### src/rtl/multi_slot_periodic_timer_defines.svh
// Assertion macros for the multi-slot periodic timer.
// Included by the RTL modules that carry concurrent assertions; no other dependencies.
`ifndef MULTI_SLOT_PERIODIC_TIMER_DEFINES_SVH
`define MULTI_SLOT_PERIODIC_TIMER_DEFINES_SVH

`ifndef SYNTHESIS
// Same-cycle implication, checked on every rising edge outside reset.
`define MSPT_ASSERT_IMP(lbl, clk, rst_n, ante, cons, msg) \
  lbl: assert property (@(posedge clk) disable iff (!rst_n) (ante) |-> (cons)) \
    else $error(msg);
// Next-cycle implication, checked on every rising edge outside reset.
`define MSPT_ASSERT_NXT(lbl, clk, rst_n, ante, cons, msg) \
  lbl: assert property (@(posedge clk) disable iff (!rst_n) (ante) |=> (cons)) \
    else $error(msg);
`else
`define MSPT_ASSERT_IMP(lbl, clk, rst_n, ante, cons, msg)
`define MSPT_ASSERT_NXT(lbl, clk, rst_n, ante, cons, msg)
`endif

`endif

### src/rtl/mspt_pkg.sv
// Shared types and constants for the multi-slot periodic timer.
// No dependencies; used by every module of the block.
`default_nettype none

package mspt_pkg;

  // Field widths fixed by the interface.
  localparam int OP_W       = 2;
  localparam int SLOT_W     = 3;
  localparam int PERIOD_W   = 16;
  localparam int STEP_W     = 16;
  localparam int REM_W      = 18;
  localparam int MASK_W     = 8;

  // Default table size and reset value of the tick step.
  localparam int TASK_SLOTS_DEF = 8;
  localparam logic [STEP_W-1:0] TICK_STEP_RST = 16'd1;

  // Operation codes carried by an input transaction.
  typedef enum logic [OP_W-1:0] {
    OP_TICK = 2'd0,
    OP_ADD  = 2'd1,
    OP_DEL  = 2'd2,
    OP_SET  = 2'd3
  } op_t;

  // Sequencer states.
  typedef enum logic [1:0] {
    ST_IDLE,
    ST_TICK,
    ST_ADD,
    ST_DONE
  } state_t;

  // Strobes from the sequencer to the slot datapath and output stage.
  typedef struct packed {
    logic start;     // latch interval, clear the running result
    logic tick_en;   // apply the tick step to the slot under the index
    logic add_en;    // claim the slot under the index
    logic del_en;    // clear the enable of the addressed slot
    logic set_en;    // write the period of the addressed slot
    logic res_load;  // move the running result to the output register
    logic res_zero;  // load an all-zero result to the output register
  } ctl_t;

endpackage

`default_nettype wire

### src/rtl/multi_slot_periodic_timer.sv
// Multi-slot periodic timer: a table of TASK_SLOTS periodic slots driven by tick,
// add, delete and set-period transactions. A tick walks every slot through one
// shared subtractor, one slot per clock; its result is then offered once the output
// register is free, and no new transaction is taken before the sequencer is idle.
// An add scans upward for the lowest free slot and stops at the first free slot
// or after the last one. Delete and set period take effect at acceptance and
// offer their result on the next cycle. The input is stalled while a transaction
// is in progress or while the output register holds a result that is itself
// stalled. tick_step resets to 1 and may be written only while the block is idle.
// Depends on mspt_pkg, mspt_ctrl and mspt_datapath.
`default_nettype none

module multi_slot_periodic_timer #(
  parameter int TASK_SLOTS = mspt_pkg::TASK_SLOTS_DEF
) (
  input  wire logic                            clk,
  input  wire logic                            rst_n,
  // Input channel
  input  wire logic                            in_valid,
  output logic                                 in_stall,
  input  wire logic [mspt_pkg::OP_W-1:0]       in_operation,
  input  wire logic [mspt_pkg::SLOT_W-1:0]     in_slot,
  input  wire logic [mspt_pkg::PERIOD_W-1:0]   in_interval,
  // Result channel
  output logic                                 out_valid,
  input  wire logic                            out_stall,
  output logic [mspt_pkg::MASK_W-1:0]          out_fired_mask,
  output logic                                 out_success,
  output logic [mspt_pkg::SLOT_W-1:0]          out_assigned_slot,
  // Configuration channel
  input  wire logic                            cfg_valid,
  output logic                                 cfg_ready,
  input  wire logic [mspt_pkg::STEP_W-1:0]     cfg_tick_step
);

  localparam int IDX_W = (TASK_SLOTS > 1) ? $clog2(TASK_SLOTS) : 1;

  logic [mspt_pkg::STEP_W-1:0]  tick_step_r;
  logic                         out_valid_r;
  logic [mspt_pkg::MASK_W-1:0]  out_fired_r;
  logic                         out_success_r;
  logic [mspt_pkg::SLOT_W-1:0]  out_slot_r;
  logic                         out_busy;
  logic                         slot_busy;
  logic [IDX_W-1:0]             idx;
  mspt_pkg::ctl_t               ctl;
  logic [mspt_pkg::MASK_W-1:0]  res_fired;
  logic                         res_success;
  logic [mspt_pkg::SLOT_W-1:0]  res_slot;

  // Tick step register; writes are always taken.
  assign cfg_ready = 1'b1;

  always_ff @(posedge clk) begin
    if (!rst_n) begin
      tick_step_r <= mspt_pkg::TICK_STEP_RST;
    end else if (cfg_valid && cfg_ready) begin
      tick_step_r <= cfg_tick_step;
    end
  end

  assign out_busy = out_valid_r && out_stall;

  mspt_ctrl #(
    .TASK_SLOTS (TASK_SLOTS),
    .IDX_W      (IDX_W)
  ) u_ctrl (
    .clk          (clk),
    .rst_n        (rst_n),
    .in_valid     (in_valid),
    .in_operation (in_operation),
    .out_busy     (out_busy),
    .slot_busy    (slot_busy),
    .in_stall     (in_stall),
    .idx          (idx),
    .ctl          (ctl)
  );

  mspt_datapath #(
    .TASK_SLOTS (TASK_SLOTS),
    .IDX_W      (IDX_W)
  ) u_datapath (
    .clk           (clk),
    .rst_n         (rst_n),
    .ctl           (ctl),
    .idx           (idx),
    .in_slot       (in_slot),
    .in_interval   (in_interval),
    .tick_step     (tick_step_r),
    .slot_busy     (slot_busy),
    .fired_mask    (res_fired),
    .success       (res_success),
    .assigned_slot (res_slot)
  );

  // Output register: holds one result until the transaction completes.
  always_ff @(posedge clk) begin
    if (!rst_n) begin
      out_valid_r <= 1'b0;
    end else if (ctl.res_load || ctl.res_zero) begin
      out_valid_r <= 1'b1;
    end else if (!out_stall) begin
      out_valid_r <= 1'b0;
    end
  end

  always_ff @(posedge clk) begin
    if (ctl.res_load) begin
      out_fired_r   <= res_fired;
      out_success_r <= res_success;
      out_slot_r    <= res_slot;
    end else if (ctl.res_zero) begin
      out_fired_r   <= '0;
      out_success_r <= 1'b0;
      out_slot_r    <= '0;
    end
  end

  assign out_valid         = out_valid_r;
  assign out_fired_mask    = out_fired_r;
  assign out_success       = out_success_r;
  assign out_assigned_slot = out_slot_r;

endmodule

`default_nettype wire

### src/rtl/mspt_ctrl.sv
// Sequencer of the multi-slot periodic timer: walks the slot index for ticks and adds.
// Depends on mspt_pkg and multi_slot_periodic_timer_defines.svh.
`default_nettype none
`include "multi_slot_periodic_timer_defines.svh"

module mspt_ctrl #(
  parameter int TASK_SLOTS = mspt_pkg::TASK_SLOTS_DEF,
  parameter int IDX_W      = (TASK_SLOTS > 1) ? $clog2(TASK_SLOTS) : 1
) (
  input  wire logic                          clk,
  input  wire logic                          rst_n,
  input  wire logic                          in_valid,
  input  wire logic [mspt_pkg::OP_W-1:0]     in_operation,
  input  wire logic                          out_busy,
  input  wire logic                          slot_busy,
  output logic                               in_stall,
  output logic [IDX_W-1:0]                   idx,
  output mspt_pkg::ctl_t                     ctl
);

  localparam logic [IDX_W-1:0] LAST_IDX = IDX_W'(TASK_SLOTS - 1);

  mspt_pkg::state_t state_r, state_nxt;
  logic [IDX_W-1:0] idx_r, idx_nxt;
  logic             accept;
  mspt_pkg::op_t    op;

  assign op       = mspt_pkg::op_t'(in_operation);
  assign in_stall = (state_r != mspt_pkg::ST_IDLE) || out_busy;
  assign accept   = in_valid && !in_stall;
  assign idx      = idx_r;

  // State and index registers.
  always_ff @(posedge clk) begin
    if (!rst_n) begin
      state_r <= mspt_pkg::ST_IDLE;
      idx_r   <= '0;
    end else begin
      state_r <= state_nxt;
      idx_r   <= idx_nxt;
    end
  end

  // Next state and strobes.
  always_comb begin
    state_nxt = state_r;
    idx_nxt   = idx_r;
    ctl       = '0;
    case (state_r)
      mspt_pkg::ST_IDLE: begin
        if (accept) begin
          case (op)
            mspt_pkg::OP_TICK: begin
              ctl.start = 1'b1;
              idx_nxt   = '0;
              state_nxt = mspt_pkg::ST_TICK;
            end
            mspt_pkg::OP_ADD: begin
              ctl.start = 1'b1;
              idx_nxt   = '0;
              state_nxt = mspt_pkg::ST_ADD;
            end
            mspt_pkg::OP_DEL: begin
              ctl.del_en   = 1'b1;
              ctl.res_zero = 1'b1;
            end
            mspt_pkg::OP_SET: begin
              ctl.set_en   = 1'b1;
              ctl.res_zero = 1'b1;
            end
            default: ;
          endcase
        end
      end
      mspt_pkg::ST_TICK: begin
        // One slot per cycle through the shared subtractor.
        ctl.tick_en = 1'b1;
        if (idx_r == LAST_IDX) begin
          state_nxt = mspt_pkg::ST_DONE;
        end else begin
          idx_nxt = idx_r + 1'b1;
        end
      end
      mspt_pkg::ST_ADD: begin
        // Scan upward for the lowest free slot.
        if (!slot_busy) begin
          ctl.add_en = 1'b1;
          state_nxt  = mspt_pkg::ST_DONE;
        end else if (idx_r == LAST_IDX) begin
          state_nxt = mspt_pkg::ST_DONE;
        end else begin
          idx_nxt = idx_r + 1'b1;
        end
      end
      mspt_pkg::ST_DONE: begin
        if (!out_busy) begin
          ctl.res_load = 1'b1;
          state_nxt    = mspt_pkg::ST_IDLE;
        end
      end
      default: state_nxt = mspt_pkg::ST_IDLE;
    endcase
  end

  // A tick transaction always starts its walk at slot zero.
  `MSPT_ASSERT_NXT(a_tick_start, clk, rst_n, accept && (op == mspt_pkg::OP_TICK), (state_r == mspt_pkg::ST_TICK) && (idx_r == '0), "tick walk did not start at slot zero")
  // A finished result waits while the output register is still occupied.
  `MSPT_ASSERT_NXT(a_done_hold, clk, rst_n, (state_r == mspt_pkg::ST_DONE) && out_busy, state_r == mspt_pkg::ST_DONE, "result left before output register was free")

endmodule

`default_nettype wire

### src/rtl/mspt_datapath.sv
// Slot table and shared subtractor of the multi-slot periodic timer.
// Depends on mspt_pkg and multi_slot_periodic_timer_defines.svh.
`default_nettype none
`include "multi_slot_periodic_timer_defines.svh"

module mspt_datapath #(
  parameter int TASK_SLOTS = mspt_pkg::TASK_SLOTS_DEF,
  parameter int IDX_W      = (TASK_SLOTS > 1) ? $clog2(TASK_SLOTS) : 1
) (
  input  wire logic                            clk,
  input  wire logic                            rst_n,
  input  wire mspt_pkg::ctl_t                  ctl,
  input  wire logic [IDX_W-1:0]                idx,
  input  wire logic [mspt_pkg::SLOT_W-1:0]     in_slot,
  input  wire logic [mspt_pkg::PERIOD_W-1:0]   in_interval,
  input  wire logic [mspt_pkg::STEP_W-1:0]     tick_step,
  output logic                                 slot_busy,
  output logic [mspt_pkg::MASK_W-1:0]          fired_mask,
  output logic                                 success,
  output logic [mspt_pkg::SLOT_W-1:0]          assigned_slot
);

  // Wide enough for both the slot field and the table size.
  localparam int CMP_W = ((IDX_W > mspt_pkg::SLOT_W) ? IDX_W : mspt_pkg::SLOT_W) + 1;
  localparam int PAD_W = mspt_pkg::REM_W - mspt_pkg::PERIOD_W;

  logic                                en_r     [TASK_SLOTS];
  logic [mspt_pkg::PERIOD_W-1:0]       period_r [TASK_SLOTS];
  logic signed [mspt_pkg::REM_W-1:0]   rem_r    [TASK_SLOTS];

  logic [mspt_pkg::PERIOD_W-1:0]       interval_r;
  logic [mspt_pkg::MASK_W-1:0]         fired_r;
  logic                                success_r;
  logic [mspt_pkg::SLOT_W-1:0]         assigned_r;

  logic                                en_rd;
  logic [mspt_pkg::PERIOD_W-1:0]       period_rd;
  logic signed [mspt_pkg::REM_W-1:0]   period_ext;
  logic signed [mspt_pkg::REM_W-1:0]   rem_rd;
  logic signed [mspt_pkg::REM_W-1:0]   diff;
  logic                                fire;
  logic                                slot_ok;
  logic [IDX_W-1:0]                    wslot;
  logic [mspt_pkg::MASK_W-1:0]         fire_bit;

  // Reads at the sequencer index.
  assign en_rd      = en_r[idx];
  assign period_rd  = period_r[idx];
  assign rem_rd     = rem_r[idx];
  assign period_ext = $signed({{PAD_W{1'b0}}, period_rd});
  assign slot_busy  = en_rd;

  // Shared subtractor: the slot fires when its count reaches zero or below.
  assign diff     = rem_rd - $signed({{PAD_W{1'b0}}, tick_step});
  assign fire     = diff[mspt_pkg::REM_W-1] || (diff == '0);
  assign fire_bit = {{(mspt_pkg::MASK_W-1){1'b0}}, 1'b1} << idx;

  // Direct slot addressing for delete and set period.
  assign slot_ok = CMP_W'(in_slot) < CMP_W'(TASK_SLOTS);
  assign wslot   = IDX_W'(in_slot);

  // Enable bits, cleared at reset.
  always_ff @(posedge clk) begin
    if (!rst_n) begin
      for (int i = 0; i < TASK_SLOTS; i++) begin
        en_r[i] <= 1'b0;
      end
    end else if (ctl.add_en) begin
      en_r[idx] <= 1'b1;
    end else if (ctl.del_en && slot_ok) begin
      en_r[wslot] <= 1'b0;
    end
  end

  // Periods and counts; every enabled slot has been written by an add.
  always_ff @(posedge clk) begin
    if (ctl.add_en) begin
      period_r[idx] <= interval_r;
      rem_r[idx]    <= $signed({{PAD_W{1'b0}}, interval_r});
    end else if (ctl.set_en && slot_ok) begin
      period_r[wslot] <= in_interval;
    end else if (ctl.tick_en && en_rd) begin
      rem_r[idx] <= fire ? period_ext : diff;
    end
  end

  // Running result of the current transaction.
  always_ff @(posedge clk) begin
    if (ctl.start) begin
      interval_r <= in_interval;
      fired_r    <= '0;
      success_r  <= 1'b0;
      assigned_r <= '0;
    end else if (ctl.tick_en && en_rd && fire) begin
      fired_r <= fired_r | fire_bit;
    end else if (ctl.add_en) begin
      success_r  <= 1'b1;
      assigned_r <= mspt_pkg::SLOT_W'(idx);
    end
  end

  assign fired_mask    = fired_r;
  assign success       = success_r;
  assign assigned_slot = assigned_r;

  // A claimed slot is enabled on the next cycle.
  `MSPT_ASSERT_NXT(a_add_enables, clk, rst_n, ctl.add_en, en_r[$past(idx)], "claimed slot not enabled")
  // A firing slot reloads its full period.
  `MSPT_ASSERT_NXT(a_fire_reload, clk, rst_n, ctl.tick_en && en_rd && fire, rem_r[$past(idx)] == $past(period_ext), "fired slot did not reload its period")

endmodule

`default_nettype wire

### config.mk
export PLATFORM = sky130hd
export DESIGN_NAME = multi_slot_periodic_timer
export DESIGN_NICKNAME = d
export VERILOG_FILES = /design/src/rtl/mspt_pkg.sv /design/src/rtl/multi_slot_periodic_timer.sv /design/src/rtl/mspt_ctrl.sv /design/src/rtl/mspt_datapath.sv
export VERILOG_INCLUDE_DIRS = /design/src /design/src/rtl
export SDC_FILE = /design/constraint.sdc
export NUM_CORES = 1
export LEC_CHECK = 0
export BUFFER_PORTS_ARGS = -buffer_cell sky130_fd_sc_hd__buf_2
export CAP_MARGIN = 20
export CORE_MARGIN = 1
export CORE_UTILIZATION = 35
export CTS_BUF_LIST = sky130_fd_sc_hd__clkbuf_4
export CTS_CLUSTER_SIZE = 8
export DETAILED_ROUTE_END_ITERATION = 7
export PLACE_DENSITY = 0.57
export SETUP_SLACK_MARGIN = 0.5
export SLEW_MARGIN = 10
export SYNTH_ARGS = -nofsm -noshare
export SYNTH_HDL_FRONTEND = slang
export SYNTH_SLANG_ARGS = --single-unit
### constraint.sdc
create_clock -name clk -period 4.9 [get_ports clk]
set_input_delay 0 -clock clk [delete_from_list [all_inputs] [get_ports clk]]
set_output_delay 0 -clock clk [all_outputs]
set_load 0.05 [all_outputs]
==> impl_metrics.json <==
{
  "outcome": "completed",
  "yosysWarnings": 0,
  "synth_area_leaders": "edfxtp_1, mux4_2, dfxtp_1, mux2i_1, mux2_2",
  "cts_buffers": 92,
  "grt_setup_unrepaired": "true",
  "syn_to_final_growth_pct": 25.7,
  "r2r_setup_slack_ns": 0.44,
  "worst_path_largest_cell_delay_ns": 0.57,
  "final_max_slew_viol_count": 0,
  "synth_fa_ha_area_share_pct": 2.15,
  "multiInputGateArea_um2": 5060,
  "track_usage_pct": 16.9,
  "criticalPathCategory": "flop to flop",
  "crit_slowest_cell": "or4_4",
  "dieHeight_um": 208,
  "clk_latency_ns": 0.78,
  "cts.sinks": 345,
  "finalPower_w": 0.00832,
  "firstDrtPassIters": 7,
  "whs_ns": 0.205,
  "synth-seq-cells": 345,
  "hp-class": "input port to flop",
  "io_buffers": 55,
  "hold_viol": 0,
  "grt_max_degree": 27,
  "seq_area_frac_synth_pct": 66.5,
  "crit_fanout": 8,
  "syn_inst": 932,
  "wire_per_inst_um": 20.0,
  "crit_chain": "buf_12 -> buf_4 -> mux4_2 -> mux2_2 -> ha_4 -> o21ai_1 -> nand2_1 -> xnor2_1 -> nor4_1 -> nand4_1 -> or4_4 -> o41a_1 -> buf_6 -> o221ai_2 -> o21a_2",
  "wirelength_um": 36100,
  "p_leak_nw": 6.47,
  "cellPowerDensity_nw_per_um2": 444,
  "cts_buffer_depth": 3,
  "row_count": 75,
  "die_w_um": 208,
  "synth_top_area_share_pct": 60.5,
  "final_common_cell": "edfxtp_1",
  "gp_congestion": 0.846,
  "cts_htree_levels": 3,
  "totalNegativeSetupSlack_ns": 0,
  "ant_nets": 0,
  "cp-start-kind": "flop",
  "cts.root.buffer_cell": "clkbuf_4",
  "fmax_mhz": 224,
  "setup_violations": 0,
  "fin_skew_ns": 0.0609,
  "yosysUniqueCellTypes": 75,
  "synth_flop_cell": "edfxtp_1",
  "layout.cells.most_common_list": "edfxtp_1, clkbuf_4, dlygate4sd3_1, mux4_2, buf_2",
  "clkSlewWorstSetupHoldPaths_ns": 0.06,
  "postSynthAreaPerCell_um2": 16.0,
  "syn_area_um2": 14900,
  "routed_via_density": 5.15,
  "fin_crit_ns": 4.46,
  "r2r_end": "u_datapath.rem_r[4][2]",
  "fin_area_um2": 18700,
  "layout_worst_path_cycle_share_pct": 91.0,
  "tightest_slew_ns": 1.04,
  "ir_drop_uv": 152,
  "dpl_worst_slack_ns": 0.156,
  "grt_pass1_vias": 9434,
  "synth_mux_area_share_pct": 15.5,
  "grt_overflow": 0,
  "synth_edf_count": 300,
  "yosys.area.top_type": "edfxtp_1",
  "dieArea_um2": 43400,
  "via_count": 9298,
  "placed_cell_area_um2": 16000,
  "worst_slack_ns": 0.441,
  "synth_compound_area_share_pct": 6.90,
  "end_kind": "flop",
  "nFillCells": 3772,
  "critical_path_required_ns": 5.50,
  "drive_gt1_share_pct": 35.5,
  "antenna_found_initial": 2,
  "cts_tree": "done",
  "register_area_um2": 9920,
  "max_cap_viol_count": 0,
  "dp_hpwl_um": 22200,
  "synth_top_family_by_area": "multiplexers",
  "synth-xor-area-share_pct": 0.638,
  "drtIter0Drc": 527,
  "core_um2": 41900,
  "endpoint": "u_datapath.rem_r[4][2]",
  "ios": 57,
  "fin_nets": 1258,
  "slew_headroom_pct": 30.5,
  "route.detailed.drc": 0,
  "grt_pass1_wl_um": 55000,
  "synth-simple-area-share_pct": 6.01,
  "start_util_pct": 35.5,
  "synthArstFlopShare_pct": 0,
  "reg2reg_depth": 15,
  "arrival_ns": 5.06
}
[state kept, by name, summed over array words and instances, names as in the netlist, 2 cells and up, named ones only]
signal                    count
u_ctrl.idx                    3
tick_step_r                  16
u_datapath.interval_r        16
out_assigned_slot             3
u_datapath.assigned_slot      3
u_ctrl.state_r                2
u_datapath.period_r         128
out_fired_mask                8
u_datapath.fired_mask         8
u_datapath.rem_r            144
u_datapath.en_r               8
[area by class of cell]
cell class | instances | area share, %
antenna | 4 | 0.0534
clock buffer | 143 | 5.73
clock inverter | 23 | 0.822
inverter | 33 | 0.661
multi-input combinational | 514 | 27.0
sequential | 345 | 52.9
tap | 539 | 3.60
timing repair buffer | 205 | 9.18
[synthesized netlist by cell type (7+ instances only)]
master    instances
nor2_1           57
a21oi_1          36
inv_1            32
o21ai_0          30
and3_1           14
ha_1             24
a211oi_1          7
and2_1            7
mux2i_1          38
a21o_1            7
o21a_1           17
dfxtp_1          45
nand3_1          15
o21ai_2           7
mux2_2           30
clkbuf_1         26
nor3_1           13
mux4_2           70
buf_1            11
nand2_1          44
edfxtp_1        300
[kinds of logic after synthesis]
family | Yosys count
DFF | 345
and+or+nand+nor | 182
xor gates and xnor gates | 10
other | 2
muxes | 139
adders and majority gates | 25
AOI/OAI and AO/OA | 149
buffers and inverters | 80
[worst max-delay path: cells and delay by family (launching register included)]
family	cells	cell delay, ns
and+or+nand+nor	4	1.17
xor gates and xnor gates	1	0.16
muxes	2	0.85
adders and majority gates	1	0.26
DFF	1	0.38
buffers and inverters	3	0.51
AOI/OAI and AO/OA	4	0.97
[where the power goes]
part	switching [W]	internal, W
Sequential	0.0000682	0.00344
Combinational	0.00123	0.000992
Clock	0.00117	0.00143
[metal layers]
layer  routed length [um]  GRT usage (%)
met5                    0              0
met4                  878           6.79
met3                 1980           4.06
met2                16900           26.4
met1                16400           22.6
[worst min path at each step]
stage                          from                         end  slack [ns]  cells after the start
floorplan            in_interval[0]    u_datapath.interval_r[0]         0.1                      0
global placement     in_interval[6]    u_datapath.interval_r[6]        0.19                      1
detailed placement   in_interval[6]    u_datapath.interval_r[6]        0.19                      1
CTS                  in_interval[3]   u_datapath.period_r[4][3]        0.13                      3
global route        in_interval[13]  u_datapath.period_r[3][13]        0.15                      3
finish                        rst_n          u_datapath.en_r[2]        0.21                      4
[through the flow]
step	std cells	utilization [%]
finish	1806	44.7
global route	1806	44.7
CTS	1785	43.7
detailed placement	1526	38.2
global placement	1526	38.2
floorplan	939	-
[what timing repair did]
item / in CTS / in global routing
hold buffers: 88 / 0
pin swaps: 5 / 21
resized for setup: 27 / 57
endpoints found under the hold margin: 191 / 0
buffers inserted: 5 / 16
endpoints found under the setup margin: 125 / 134
(Power assumes the default switching activity.)
